===== src/rtl/wpm_pkg.sv =====
`default_nettype none
// ----------------------------------------------------------------------------
// Wildcard pattern matcher package
// Sizes, character constants, command codes and the control/status
// bundles shared by the controller and the datapath.
// ----------------------------------------------------------------------------
package wpm_pkg;

	// Largest pattern the store holds, in bytes.
	localparam int MAX_PATTERN = 64;
	localparam int LEN_W = $clog2(MAX_PATTERN + 1);
	localparam int IDX_W = (MAX_PATTERN > 1) ? $clog2(MAX_PATTERN) : 1;

	localparam logic [7:0] STAR_CHAR  = 8'h2A;
	localparam logic [7:0] QMARK_CHAR = 8'h3F;

	// Codes carried by the kind field of an input word.
	localparam logic [1:0] KIND_CLEAR   = 2'd0;
	localparam logic [1:0] KIND_APPEND  = 2'd1;
	localparam logic [1:0] KIND_RESTART = 2'd2;
	localparam logic [1:0] KIND_TEXT    = 2'd3;

	typedef logic [MAX_PATTERN-1:0] col_t;
	typedef logic [LEN_W-1:0]       len_t;

	// Strobes from the controller to the datapath.
	typedef struct packed {
		logic do_clear;
		logic do_append;
		logic do_restart;
		logic do_text;
		logic overflow;
		logic out_load_new;
		logic out_load_skid;
		logic skid_load;
	} cmd_t;

	// Status from the datapath to the controller.
	typedef struct packed {
		logic store_full;
	} status_t;

endpackage
`default_nettype wire


===== src/rtl/wildcard_pattern_matcher.sv =====
`default_nettype none
// ----------------------------------------------------------------------------
// Wildcard pattern matcher
// Streaming whole-string match of text against a pattern with '?' and '*'.
// ----------------------------------------------------------------------------
// The block takes one input word per clock cycle while cmd_stall is low
// and returns exactly one result word per input word, in order.
// A word either clears the pattern, appends a pattern byte, restarts the
// text, or feeds one text byte. The result tells whether the text received
// since the last restart matches the whole loaded pattern, and whether an
// append was dropped because the pattern store already holds MAX_PATTERN
// bytes. Results pass through a two-entry buffer, so input words keep being
// taken while one finished result waits downstream; input stalls only when
// both entries are occupied. The cycle time is set by the text byte update,
// where all pattern columns are evaluated at once and runs of '*' columns
// are resolved by a carry chain as wide as the pattern store.
module wildcard_pattern_matcher (
	input  wire logic       clk,
	input  wire logic       arst_n,
	input  wire logic       cmd_valid,
	output logic            cmd_stall,
	input  wire logic [1:0] kind,
	input  wire logic [7:0] character,
	output logic            result_valid,
	input  wire logic       result_stall,
	output logic            full_match,
	output logic            pattern_overflow
);
	import wpm_pkg::*;

	cmd_t    cmd;
	status_t status;

	// Handshakes, command decode and result buffer occupancy.
	wpm_ctrl u_ctrl (
		.clk          (clk),
		.arst_n       (arst_n),
		.cmd_valid    (cmd_valid),
		.cmd_stall    (cmd_stall),
		.kind         (kind),
		.result_valid (result_valid),
		.result_stall (result_stall),
		.status       (status),
		.cmd          (cmd)
	);

	// Pattern store, match row and result registers.
	wpm_datapath u_datapath (
		.clk              (clk),
		.arst_n           (arst_n),
		.character        (character),
		.cmd              (cmd),
		.status           (status),
		.full_match       (full_match),
		.pattern_overflow (pattern_overflow)
	);

	// Every accepted word leaves a result waiting in the buffer.
	a_result_after_accept: assert property (@(posedge clk) disable iff (!arst_n)
		(cmd_valid && !cmd_stall) |=> result_valid)
		else $error("accepted word produced no result");

	// Input only stalls when a result is held at the output.
	a_stall_needs_result: assert property (@(posedge clk) disable iff (!arst_n)
		cmd_stall |-> result_valid)
		else $error("input stalled with empty result buffer");

	// A dropped append happens only with a full store, and never writes it.
	a_overflow_full: assert property (@(posedge clk) disable iff (!arst_n)
		(cmd.overflow || cmd.do_append) |-> (cmd.overflow == status.store_full))
		else $error("append overflow decision disagrees with store fill");

	// At most one operation acts on the pattern state per cycle.
	a_single_op: assert property (@(posedge clk) disable iff (!arst_n)
		$onehot0({cmd.do_clear, cmd.do_append, cmd.do_restart, cmd.do_text,
			cmd.overflow}))
		else $error("more than one operation issued in a cycle");

endmodule
`default_nettype wire


===== src/rtl/wpm_ctrl.sv =====
`default_nettype none
// ----------------------------------------------------------------------------
// Wildcard pattern matcher controller
// Input handshake, command decode and the two-entry result buffer state.
// ----------------------------------------------------------------------------
module wpm_ctrl (
	input  wire logic            clk,
	input  wire logic            arst_n,
	input  wire logic            cmd_valid,
	output logic                 cmd_stall,
	input  wire logic [1:0]      kind,
	output logic                 result_valid,
	input  wire logic            result_stall,
	input  wire wpm_pkg::status_t status,
	output wpm_pkg::cmd_t        cmd
);
	import wpm_pkg::*;

	// Occupancy of the result buffer (output register plus skid entry).
	localparam logic [1:0] ST_EMPTY = 2'd0;
	localparam logic [1:0] ST_ONE   = 2'd1;
	localparam logic [1:0] ST_TWO   = 2'd2;

	logic [1:0] state_q;
	logic [1:0] state_next;
	logic       accept;
	logic       take;

	assign cmd_stall    = (state_q == ST_TWO);
	assign result_valid = (state_q != ST_EMPTY);
	assign accept       = cmd_valid & ~cmd_stall;
	assign take         = result_valid & ~result_stall;

	always_comb begin
		cmd            = '0;
		state_next     = state_q;
		cmd.do_clear   = accept & (kind == KIND_CLEAR);
		cmd.do_append  = accept & (kind == KIND_APPEND) & ~status.store_full;
		cmd.overflow   = accept & (kind == KIND_APPEND) & status.store_full;
		cmd.do_restart = accept & (kind == KIND_RESTART);
		cmd.do_text    = accept & (kind == KIND_TEXT);
		unique case (state_q)
			ST_EMPTY: begin
				if (accept) begin
					cmd.out_load_new = 1'b1;
					state_next       = ST_ONE;
				end
			end
			ST_ONE: begin
				if (take && accept) begin
					cmd.out_load_new = 1'b1;
				end else if (take) begin
					state_next = ST_EMPTY;
				end else if (accept) begin
					cmd.skid_load = 1'b1;
					state_next    = ST_TWO;
				end
			end
			ST_TWO: begin
				if (take) begin
					cmd.out_load_skid = 1'b1;
					state_next        = ST_ONE;
				end
			end
			default: begin
				state_next = ST_EMPTY;
			end
		endcase
	end

	always_ff @(posedge clk or negedge arst_n) begin
		if (!arst_n) begin
			state_q <= ST_EMPTY;
		end else begin
			state_q <= state_next;
		end
	end

endmodule
`default_nettype wire


===== src/rtl/wpm_datapath.sv =====
`default_nettype none
// ----------------------------------------------------------------------------
// Wildcard pattern matcher datapath
// Pattern store, match row update and the result buffer registers.
// ----------------------------------------------------------------------------
module wpm_datapath (
	input  wire logic            clk,
	input  wire logic            arst_n,
	input  wire logic [7:0]      character,
	input  wire wpm_pkg::cmd_t   cmd,
	output wpm_pkg::status_t     status,
	output logic                 full_match,
	output logic                 pattern_overflow
);
	import wpm_pkg::*;

	logic [7:0] store_q [MAX_PATTERN];
	len_t       length_q;
	col_t       col_valid_q;
	col_t       last_col_q;
	col_t       lead_row_q;
	logic       all_star_q;
	col_t       row_q;
	logic       text_empty_q;

	logic       skid_full_q;
	logic       skid_ovf_q;
	logic       out_full_q;
	logic       out_ovf_q;

	col_t       new_bit;
	logic       char_star;
	col_t       lead_append;
	col_t       star_col;
	col_t       g_col;
	col_t       gp_col;
	col_t       left_old;
	col_t       sum;
	col_t       carry_in;
	col_t       text_row;

	len_t       length_next;
	col_t       col_valid_next;
	col_t       last_col_next;
	col_t       lead_row_next;
	logic       all_star_next;
	col_t       row_next;
	logic       text_empty_next;
	logic       result_full;

	assign status.store_full = col_valid_q[MAX_PATTERN-1];

	assign new_bit     = col_t'(1) << length_q[IDX_W-1:0];
	assign char_star   = (character == STAR_CHAR);
	assign lead_append = lead_row_q | ((all_star_q & char_star) ? new_bit : '0);
	assign left_old    = col_t'({row_q, text_empty_q});

	// Each column can generate a match bit; a star column also passes the
	// left neighbor's new bit along; the adder carry resolves that chain.
	always_comb begin
		for (int j = 0; j < MAX_PATTERN; j++) begin
			star_col[j] = col_valid_q[j] & (store_q[j] == STAR_CHAR);
			g_col[j]    = (star_col[j] & row_q[j]) |
				(col_valid_q[j] & ~star_col[j] & left_old[j] &
				((store_q[j] == QMARK_CHAR) | (store_q[j] == character)));
			gp_col[j]   = g_col[j] | star_col[j];
		end
	end

	// The carry out of the last column is never needed.
	assign sum      = g_col + gp_col;
	assign carry_in = sum ^ g_col ^ gp_col;
	assign text_row = g_col | (star_col & carry_in);

	always_comb begin
		length_next     = length_q;
		col_valid_next  = col_valid_q;
		last_col_next   = last_col_q;
		lead_row_next   = lead_row_q;
		all_star_next   = all_star_q;
		row_next        = row_q;
		text_empty_next = text_empty_q;
		priority if (cmd.do_clear) begin
			length_next     = '0;
			col_valid_next  = '0;
			last_col_next   = '0;
			lead_row_next   = '0;
			all_star_next   = 1'b1;
			row_next        = '0;
			text_empty_next = 1'b1;
		end else if (cmd.do_append) begin
			length_next     = length_q + len_t'(1);
			col_valid_next  = col_valid_q | new_bit;
			last_col_next   = new_bit;
			lead_row_next   = lead_append;
			all_star_next   = all_star_q & char_star;
			row_next        = lead_append;
			text_empty_next = 1'b1;
		end else if (cmd.do_restart) begin
			row_next        = lead_row_q;
			text_empty_next = 1'b1;
		end else if (cmd.do_text) begin
			row_next        = text_row;
			text_empty_next = 1'b0;
		end
	end

	// With an empty pattern the whole-pattern match is the empty-text flag.
	assign result_full = (|(row_next & last_col_next)) |
		(text_empty_next & ~(|col_valid_next));

	always_ff @(posedge clk) begin
		if (cmd.do_append) begin
			store_q[length_q[IDX_W-1:0]] <= character;
		end
	end

	always_ff @(posedge clk or negedge arst_n) begin
		if (!arst_n) begin
			length_q     <= '0;
			col_valid_q  <= '0;
			last_col_q   <= '0;
			lead_row_q   <= '0;
			all_star_q   <= 1'b1;
			row_q        <= '0;
			text_empty_q <= 1'b1;
		end else begin
			length_q     <= length_next;
			col_valid_q  <= col_valid_next;
			last_col_q   <= last_col_next;
			lead_row_q   <= lead_row_next;
			all_star_q   <= all_star_next;
			row_q        <= row_next;
			text_empty_q <= text_empty_next;
		end
	end

	always_ff @(posedge clk) begin
		if (cmd.skid_load) begin
			skid_full_q <= result_full;
			skid_ovf_q  <= cmd.overflow;
		end
		if (cmd.out_load_new) begin
			out_full_q <= result_full;
			out_ovf_q  <= cmd.overflow;
		end else if (cmd.out_load_skid) begin
			out_full_q <= skid_full_q;
			out_ovf_q  <= skid_ovf_q;
		end
	end

	assign full_match       = out_full_q;
	assign pattern_overflow = out_ovf_q;

endmodule
`default_nettype wire

===== config.mk =====
export PLATFORM = sky130hd
export DESIGN_NAME = wildcard_pattern_matcher
export DESIGN_NICKNAME = d
export VERILOG_FILES = /design/src/rtl/wpm_pkg.sv /design/src/rtl/wildcard_pattern_matcher.sv /design/src/rtl/wpm_ctrl.sv /design/src/rtl/wpm_datapath.sv
export SDC_FILE = /design/constraint.sdc
export NUM_CORES = 2
export LEC_CHECK = 0
export BUFFER_PORTS_ARGS = -buffer_cell sky130_fd_sc_hd__buf_2
export CAP_MARGIN = 20
export CORE_ASPECT_RATIO = 0.9
export CORE_MARGIN = 2
export CORE_UTILIZATION = 38
export DETAILED_ROUTE_END_ITERATION = 16
export PLACE_DENSITY_LB_ADDON = 0.2
export SYNTH_ARGS = -nofsm -noshare
export SYNTH_HDL_FRONTEND = slang
export SYNTH_SLANG_ARGS = --single-unit

===== constraint.sdc =====
create_clock -name clk -period 8.2 [get_ports clk]
set_input_delay 1.64 -clock clk [delete_from_list [all_inputs] [get_ports clk]]
set_output_delay 1.64 -clock clk [all_outputs]
set_load 0.1 [all_outputs]

After elaboration in Yosys (flattened, before gate mapping)
Memories as Yosys holds them, arrays and structs flattened.
Cells that the tools add are included.
- $add $sub $neg: 2
- multiply operators: 0
- div/mod/pow operators: 0
- magnitude comparators: 0
- eq/ne operators: 202
- shifts and indexed selects: 1
- mux-type cells: 39
- bitwise operators: 598
- reduce and logical (&&, ||, !) cells: 9
- operators by type and width (cell ; number):
    $eq 8x6->1 const B ; 129
    $mux 64 ; 11
    $eq 8x8->1 ; 64
    $and 1x1->1 ; 330
    $or 1x1->1 ; 193
    $or 64x64->64 ; 3
    $and 64x64->64 ; 2
    $reduce_or 64->1 ; 2
    $xor 64x64->64 ; 2
    $not 1->1 ; 68
    $add 64x64->64 ; 1
    $shl 1x6->64 const A ; 1
    $mux 1 ; 19
    $mux 7 ; 2
    $mux 2 ; 5
    $add 7x1->7 const B ; 1
    $eq 2x2->1 const B ; 3
    $pmux 2 s3 ; 1
    $reduce_bool 2->1 ; 3
    $eq 2x1->1 const B ; 2
    $logic_not 2->1 ; 2
    $ne 2x2->1 const B ; 2
    $reduce_and 4->1 ; 1
    $ne 3x1->1 const B ; 1
    3 further kinds ; 3
- bits in registers: 271
- bits in latches: 0
- memory bits (writable): 512
- bits in read-only memories: 0
- input bits: 14
- memories: 1
- memories (name ; depth ; bits a word ; rd ports ; clocked after Yosys merged registers in ; write ports ; RTL line ; source):
    u_datapath.store_q ; 64 ; 8 ; 64 ; 0 ; 1 ; wpm_datapath.sv:17 ; logic [7:0] store_q [MAX_PATTERN];

Logic depth before layout (Yosys ltp)
- depth after elaboration: 21
- gate-level depth with buffers: 22

By module
Synthesis repeated with hierarchy kept, for this count alone.
- cell total of the unflattened synthesis: 4580
- area total of the unflattened synthesis: 45651.3 µm²
- modules (own cells, without submodules) (module ; instances ; cells an instance ; area each (µm²) ; sequential area each (µm²)):
    wpm_datapath ; 1 ; 4560 ; 45436.1 ; 22103.7
    wpm_ctrl ; 1 ; 20 ; 215.2 ; 50.0

Least setup slack after synthesis
No wires, ideal clock.
- path kind: input to register
- start: in character[6]
- end: reg u_datapath.out_full_q (netlist: u_datapath.full_match) (data pin)
- data arrival time: 5165 ps
- data required time: 7940 ps
- setup slack: 2775 ps
- cell stages on the path: 21
- path buffers: 3
- path through: buf_2 buf_4 buf_6 xnor2_1 nand4_1 o22ai_1 a21oi_1 ha_1 nand2_1 a31oi_1 o211ai_1 nand4b_1 a32o_1 a21oi_1 o2bb2ai_1 a31o_2 nor4_1 o311ai_0 nor4_1 nand4_1 mux2_2
- word-level cells in the longest chain between the ends: 18
- elaborated cells on any way between the ends: 337
- those cells by class: add/sub: 1; eq/ne: 65; mux: 6; bitwise: 264; reduce/logical: 1
- RTL lines (element ; RTL line ; source):
    start, declared ; wildcard_pattern_matcher.sv:23 ; input wire logic [7:0] character,
    $eq 8x8->1 ; wpm_datapath.sv:65 ; ((store_q[j] == QMARK_CHAR) | (store_q[j] == character)));
    $or 1x1->1 ; wpm_datapath.sv:65 ;
    $and 1x1->1 ; wpm_datapath.sv:64 ; (col_valid_q[j] & ~star_col[j] & left_old[j] &
    $or 1x1->1 ; wpm_datapath.sv:63 ; g_col[j] = (star_col[j] & row_q[j]) |
    $or 1x1->1 ; wpm_datapath.sv:66 ; gp_col[j] = g_col[j] | star_col[j];
    $add 64x64->64 ; wpm_datapath.sv:71 ; assign sum = g_col + gp_col;
    $xor 64x64->64 (2 in a row) ; wpm_datapath.sv:72 ; assign carry_in = sum ^ g_col ^ gp_col;
    $and 64x64->64 ; wpm_datapath.sv:73 ; assign text_row = g_col | (star_col & carry_in);
    [... 2 more ...] ; -- ;
    $mux 64 ; wpm_datapath.sv:99 ; end else if (cmd.do_restart) begin
    $mux 64 (*) ; wpm_datapath.sv:91 ; end else if (cmd.do_append) begin
    $mux 64 (*) ; wpm_datapath.sv:83 ; priority if (cmd.do_clear) begin
    $and 64x64->64 (*) ; wpm_datapath.sv:109 ; assign result_full = (|(row_next & last_col_next)) |
    $reduce_or 64->1 (*) ; wpm_datapath.sv:109 ;
    $or 1x1->1 (*) ; wpm_datapath.sv:109 ;
    via u_datapath.result_full ; wpm_datapath.sv:49 ; logic result_full;
    $mux 1 (*) ; wpm_datapath.sv:143 ; if (cmd.out_load_new) begin
    end signal, assigned ; wpm_datapath.sv:144 ; out_full_q <= result_full;
    end signal, assigned ; wpm_datapath.sv:147 ; out_full_q <= skid_full_q;
    end, declared ; wpm_datapath.sv:28 ; logic out_full_q;
Mark *: on every way through the listed nets, which the timed path passes. The rest lies on a longest branch.
A chain may end at the register's enable or synchronous reset.

Worst setup path in the final report
- start: in cmd_valid
- end: reg u_datapath.out_full_q (netlist: u_datapath.full_match) (data pin)
- elaborated cells on any way between the ends: 29
- those cells by class: mux: 16; bitwise: 10; reduce/logical: 3
- RTL lines (element ; RTL line ; source):
    start, declared ; wildcard_pattern_matcher.sv:20 ; input wire logic cmd_valid,
    $and 1x1->1 (*) ; wpm_ctrl.sv:31 ; assign accept = cmd_valid & ~cmd_stall;
    $and 1x1->1 (2 in a row) ; wpm_ctrl.sv:38 ; cmd.do_append = accept & (kind == KIND_APPEND) & ~status.store_full;
    $mux 64 ; wpm_datapath.sv:91 ;
    $mux 64 (*) ; wpm_datapath.sv:83 ;
    via u_datapath.last_col_next[44] ; wpm_datapath.sv:44 ; col_t last_col_next;
    $and 64x64->64 (*) ; wpm_datapath.sv:109 ;
    $reduce_or 64->1 (*) ; wpm_datapath.sv:109 ;
    $or 1x1->1 (*) ; wpm_datapath.sv:109 ;
    via u_datapath.result_full ; wpm_datapath.sv:49 ;
    $mux 1 (*) ; wpm_datapath.sv:143 ;
Marks and branches as above.

==> summary.md <==
| Metric | Value |
|---|---|
| Critical path's top delay family | `compound AO/OA/AOI/OAI gates` |
| Sw power | `approximately 2700 uW` |
| DRT iter0 DRCs | `around 5700` |
| Global-route wire length before repair | `283000 um` |
| Worst-Margin Slew | `1.51 ns` |
| WL final | `197000 um` |
| Core Area | `121000 um2` |
| Area contributors post-synth | `edfxtp_1 34%, dfrtp_1 14%, xnor2_1 7.6%` |
| Yosys Warn Count | `0` |
| Cell Pwr Density | `about 190 nW/um2` |
| Sequential Power Share | `between 40% and 50%` |
| Hold worst-path end | `u_datapath.last_col_q[9]` |
| Unique masters post-synth | `106` |
| Fillers | `about 11000` |
| Worst-path cell chain | `buf_2, inv_1, or4_4, o2bb2ai_1, a22oi_1, o22ai_1, a211oi_1, o2111ai_1, nor4_1, o2111ai_1, a221o_1, a211oi_1, o2111a_1, nand3_1, nor3_1, nand4_1, mux2_2` |
| Slew Viols, Final | `2` |
| Failing checks | `slew limit` |
| Worst Path Max Fanout | `55` |
| Clock transition at path regs | `0.07 ns` |
| Clk_skew | `0.0436 ns` |
| Routed via count | `42000` |
| Top_reg_cell synth | `edfxtp_1` |
| Final Wtd Congestion | `1.10` |
| Critical path class | `input pin to flip-flop` |
| Clock period minus worst slack | `7.32 ns` |
| R2r worst-path depth | `18` |
| Nets in the synthesized netlist | `4682` |
| Die Ht | `between 300 and 400 um` |
| TritonCTS Buffers | `90` |
| Fmax | `0.137 GHz` |
| CTS Buffer Depth | `3` |
| Yosys top cell area share | `33.6%` |
| Slew margin rel. | `-0.820%` |
| Internal power | `between 7000 and 8000 uW` |
| Clk Latency, worst-skew pair | `between 0.7 and 0.8 ns` |
| Worst endpoint required time | `8.67 ns` |
| Syn_area_per_cell | `slightly below 10 um2` |
| Synth async-reset ratio | `34.0%` |
| R2R Setup Slk | `1.69 ns` |
| Clock power share | `43.7%` |
| Most frequent cells in the layout | `516 x edfxtp_1, 417 x nor2_1, 414 x nand2_1` |
| Vias per inst | `6.58` |
| Post-CTS Hold Buffers | `0` |
| Setup TNS Final | `0 ns` |
| Leakage | `about 0.017 uW` |
| CP arrival | `about 8 ns` |
| Final hold viol count | `0` |
| Post-layout nets | `4725` |
| Share of layout cells above drive strength 1 | `9.10%` |
| Slowest cell delay on critical path | `1.01 ns` |
| Initial antenna violation count | `11` |
| Mapped Area | `46200 um2` |
| # resized after CTS | `0` |
| Crit path buffers/inverters | `2` |
| Post-synth top area cell | `edfxtp_1` |
| Post-Syn Instances | `4661` |
| Die area | `124000 um2` |
| Final Cycle Share | `roughly 89%` |
| # H-tree levels | `3` |
| PortBufs | `17` |
| Final hold slack | `0.475 ns` |
| Maximum vdd ir drop | `0.168 mV` |
| Clock tree from TritonCTS | `built` |
| Multi-input gate area | `22700 um2` |
| RSZ-0062 raised after global routing | `false` |
| Reg2reg start | `u_ctrl.state_q[1]` |
| Vias in the first global route | `39100` |
| Post-CTS Setup Repair Bufs | `0` |
| # setup viols final | `0` |
| Detailed placement HPWL | `142000 um` |
| Post-route antenna net violation count | `0` |
| Min-delay src | `u_datapath.last_col_q[9]` |
| CTS sink cnt | `782` |
| Slowest stage cell, crit path | `or4_4` |
| HP Class | `flip-flop to flip-flop` |
| Combinational share of power | `between 10% and 20%` |
| Largest net degree at the start of global routing | `145` |
| Clock root cell | `clkbuf_16` |
| Commonest non-fill, non-tap cell in the layout | `edfxtp_1` |
| # rows | `around 120` |
| CP startpoint kind | `input pin` |
| Sequential element share of the synthesized area | `48.0%` |
| Initial Utilization | `38.3%` |
| FF/Latch Area | `22200 um2` |
| First-pass DRT Iterations | `8` |
| Number of synthesized flops with an enable pin | `516` |
| Area growth from synthesis to layout | `12.0%` |
| DRC Markers | `0` |
| GR Overflow Total | `0` |
| R2r endpoint | `u_datapath.full_match` |
| CP Capture Type | `flip-flop` |
| I/O pins | `18` |
| Outcome | `finished with violations` |
| #FFs+latches synth | `782` |
| GR Util All Layers | `31.1%` |
| Average wire per standard cell | `30.9 um` |
| Hold depth | `2` |
| Switch share | `~28%` |
| Max-cap violations | `0` |
| Die W | `371 um` |
-- stage by stage --
stage | util (%) | setup WS (ns) | cells | instance area [um2] | power (uW)
floorplan | - | 2.78 | 4661 | 46200 | 5000
global placement | 40.2 | 0.533 | 6205 | 48600 | 5500
detailed placement | 40.3 | 0.566 | 6209 | 48600 | 5500
CTS | 42.8 | 1.32 | 6377 | 51600 | 9720
global route | 42.8 | 0.942 | 6379 | 51600 | 9950
finish | 42.8 | 0.877 | 6390 | 51700 | 9730
-- synth_stat cells, drive strengths merged, types with 12 or more instances --
| cell | n |
|---|---|
| nand2b | 40 |
| a311oi | 19 |
| edfxtp | 516 |
| a211o | 21 |
| dfrtp | 264 |
| nand4 | 203 |
| nor3b | 26 |
| buf | 87 |
| clkbuf | 134 |
| o21bai | 16 |
| or4 | 34 |
| and2 | 43 |
| o21ai | 200 |
| a211oi | 54 |
| a2111oi | 12 |
| and3 | 69 |
| nor4bb | 30 |
| nand4b | 31 |
| nor2b | 31 |
| or2 | 36 |
| or3 | 56 |
| a31oi | 64 |
| nand2 | 416 |
| o21a | 32 |
| a21oi | 202 |
| or4b | 14 |
| nand3 | 184 |
| a21o | 37 |
| a22oi | 15 |
| xnor2 | 402 |
| a32o | 13 |
| nor2 | 419 |
| inv | 70 |
| o31ai | 18 |
| a22o | 55 |
| a21boi | 16 |
| nor4 | 132 |
| o211ai | 38 |
| and4 | 27 |
| o2111ai | 20 |
| o22ai | 33 |
| nor3 | 172 |
| xor2 | 114 |
| a221oi | 13 |
| nor4b | 28 |
-- power by group through the flow --
stage	clock network, uW	registers (uW)	logic, uW
global route	4440	4460	1060
global placement	0	4520	981
CTS	4290	4440	987
detailed placement	0	4520	983
finish	4250	4450	1020
floorplan	0	4430	570
-- state kept, by name, summed over array words and instances (netlist names) --
| signal | cells |
|---|---|
| u_datapath.store_q | 512 |
| u_datapath.col_valid_q | 64 |
| u_datapath.last_col_q | 64 |
| u_datapath.lead_row_q | 64 |
| u_datapath.row_q | 64 |
| u_datapath.length_q | 6 |
| u_ctrl.state_q | 2 |
| u_datapath.all_star_q | 1 |
| u_datapath.full_match | 1 |
| u_datapath.pattern_overflow | 1 |
| u_datapath.skid_full_q | 1 |
| u_datapath.skid_ovf_q | 1 |
| u_datapath.text_empty_q | 1 |
-- cell type report --
cell class,instances,area share [%]
multi-input combinational,3588,44.0
sequential,782,42.9
clock buffer,109,4.71
tap,1599,3.87
timing repair buffer,172,2.86
clock inverter,59,1.16
inverter,70,0.508
antenna,11,0.0533
-- tightest hold or removal path, stage by stage, from the launching register on --
cell     delay, ns
dfrtp_1       0.32
nand2_1       0.04
nand2_1       0.08
-- worst max path at each step --
stage,slack (ns),start,end,cells past startpoint
global placement,0.53,cmd_valid,u_datapath.full_match,17
CTS,1.32,character[4],u_datapath.full_match,21
floorplan,2.78,character[6],u_datapath.full_match,21
finish,0.88,cmd_valid,u_datapath.full_match,17
detailed placement,0.57,character[4],u_datapath.full_match,21
global route,0.94,cmd_valid,u_datapath.full_match,17
-- per-layer routing --
layer	part of all wire, %	GRT usage, %	up-vias
met5	0.041	0	-
met4	5.8	15.8	10
met3	12	9.28	601
met2	41	43.5	2616
met1	42	43.2	20900
li1	-	-	17900
-- cell families (layout without fill, tap and decap cells) --
logic type / count (synthesis) / in the layout / synth area share (%)
buffers and inverters: 291 / 410 / 3.03
other: 0 / 11 / 0
flip-flops: 782 / 782 / 48.0
AO/OA/AOI/OAI: 1014 / 1014 / 15.1
XOR/XNOR: 516 / 516 / 9.79
AND/OR/NAND/NOR: 2041 / 2041 / 23.6
adder cells (fa/ha/maj): 8 / 8 / 0.211
multiplexers: 9 / 9 / 0.211
Power figures use the tool's default switching activity.
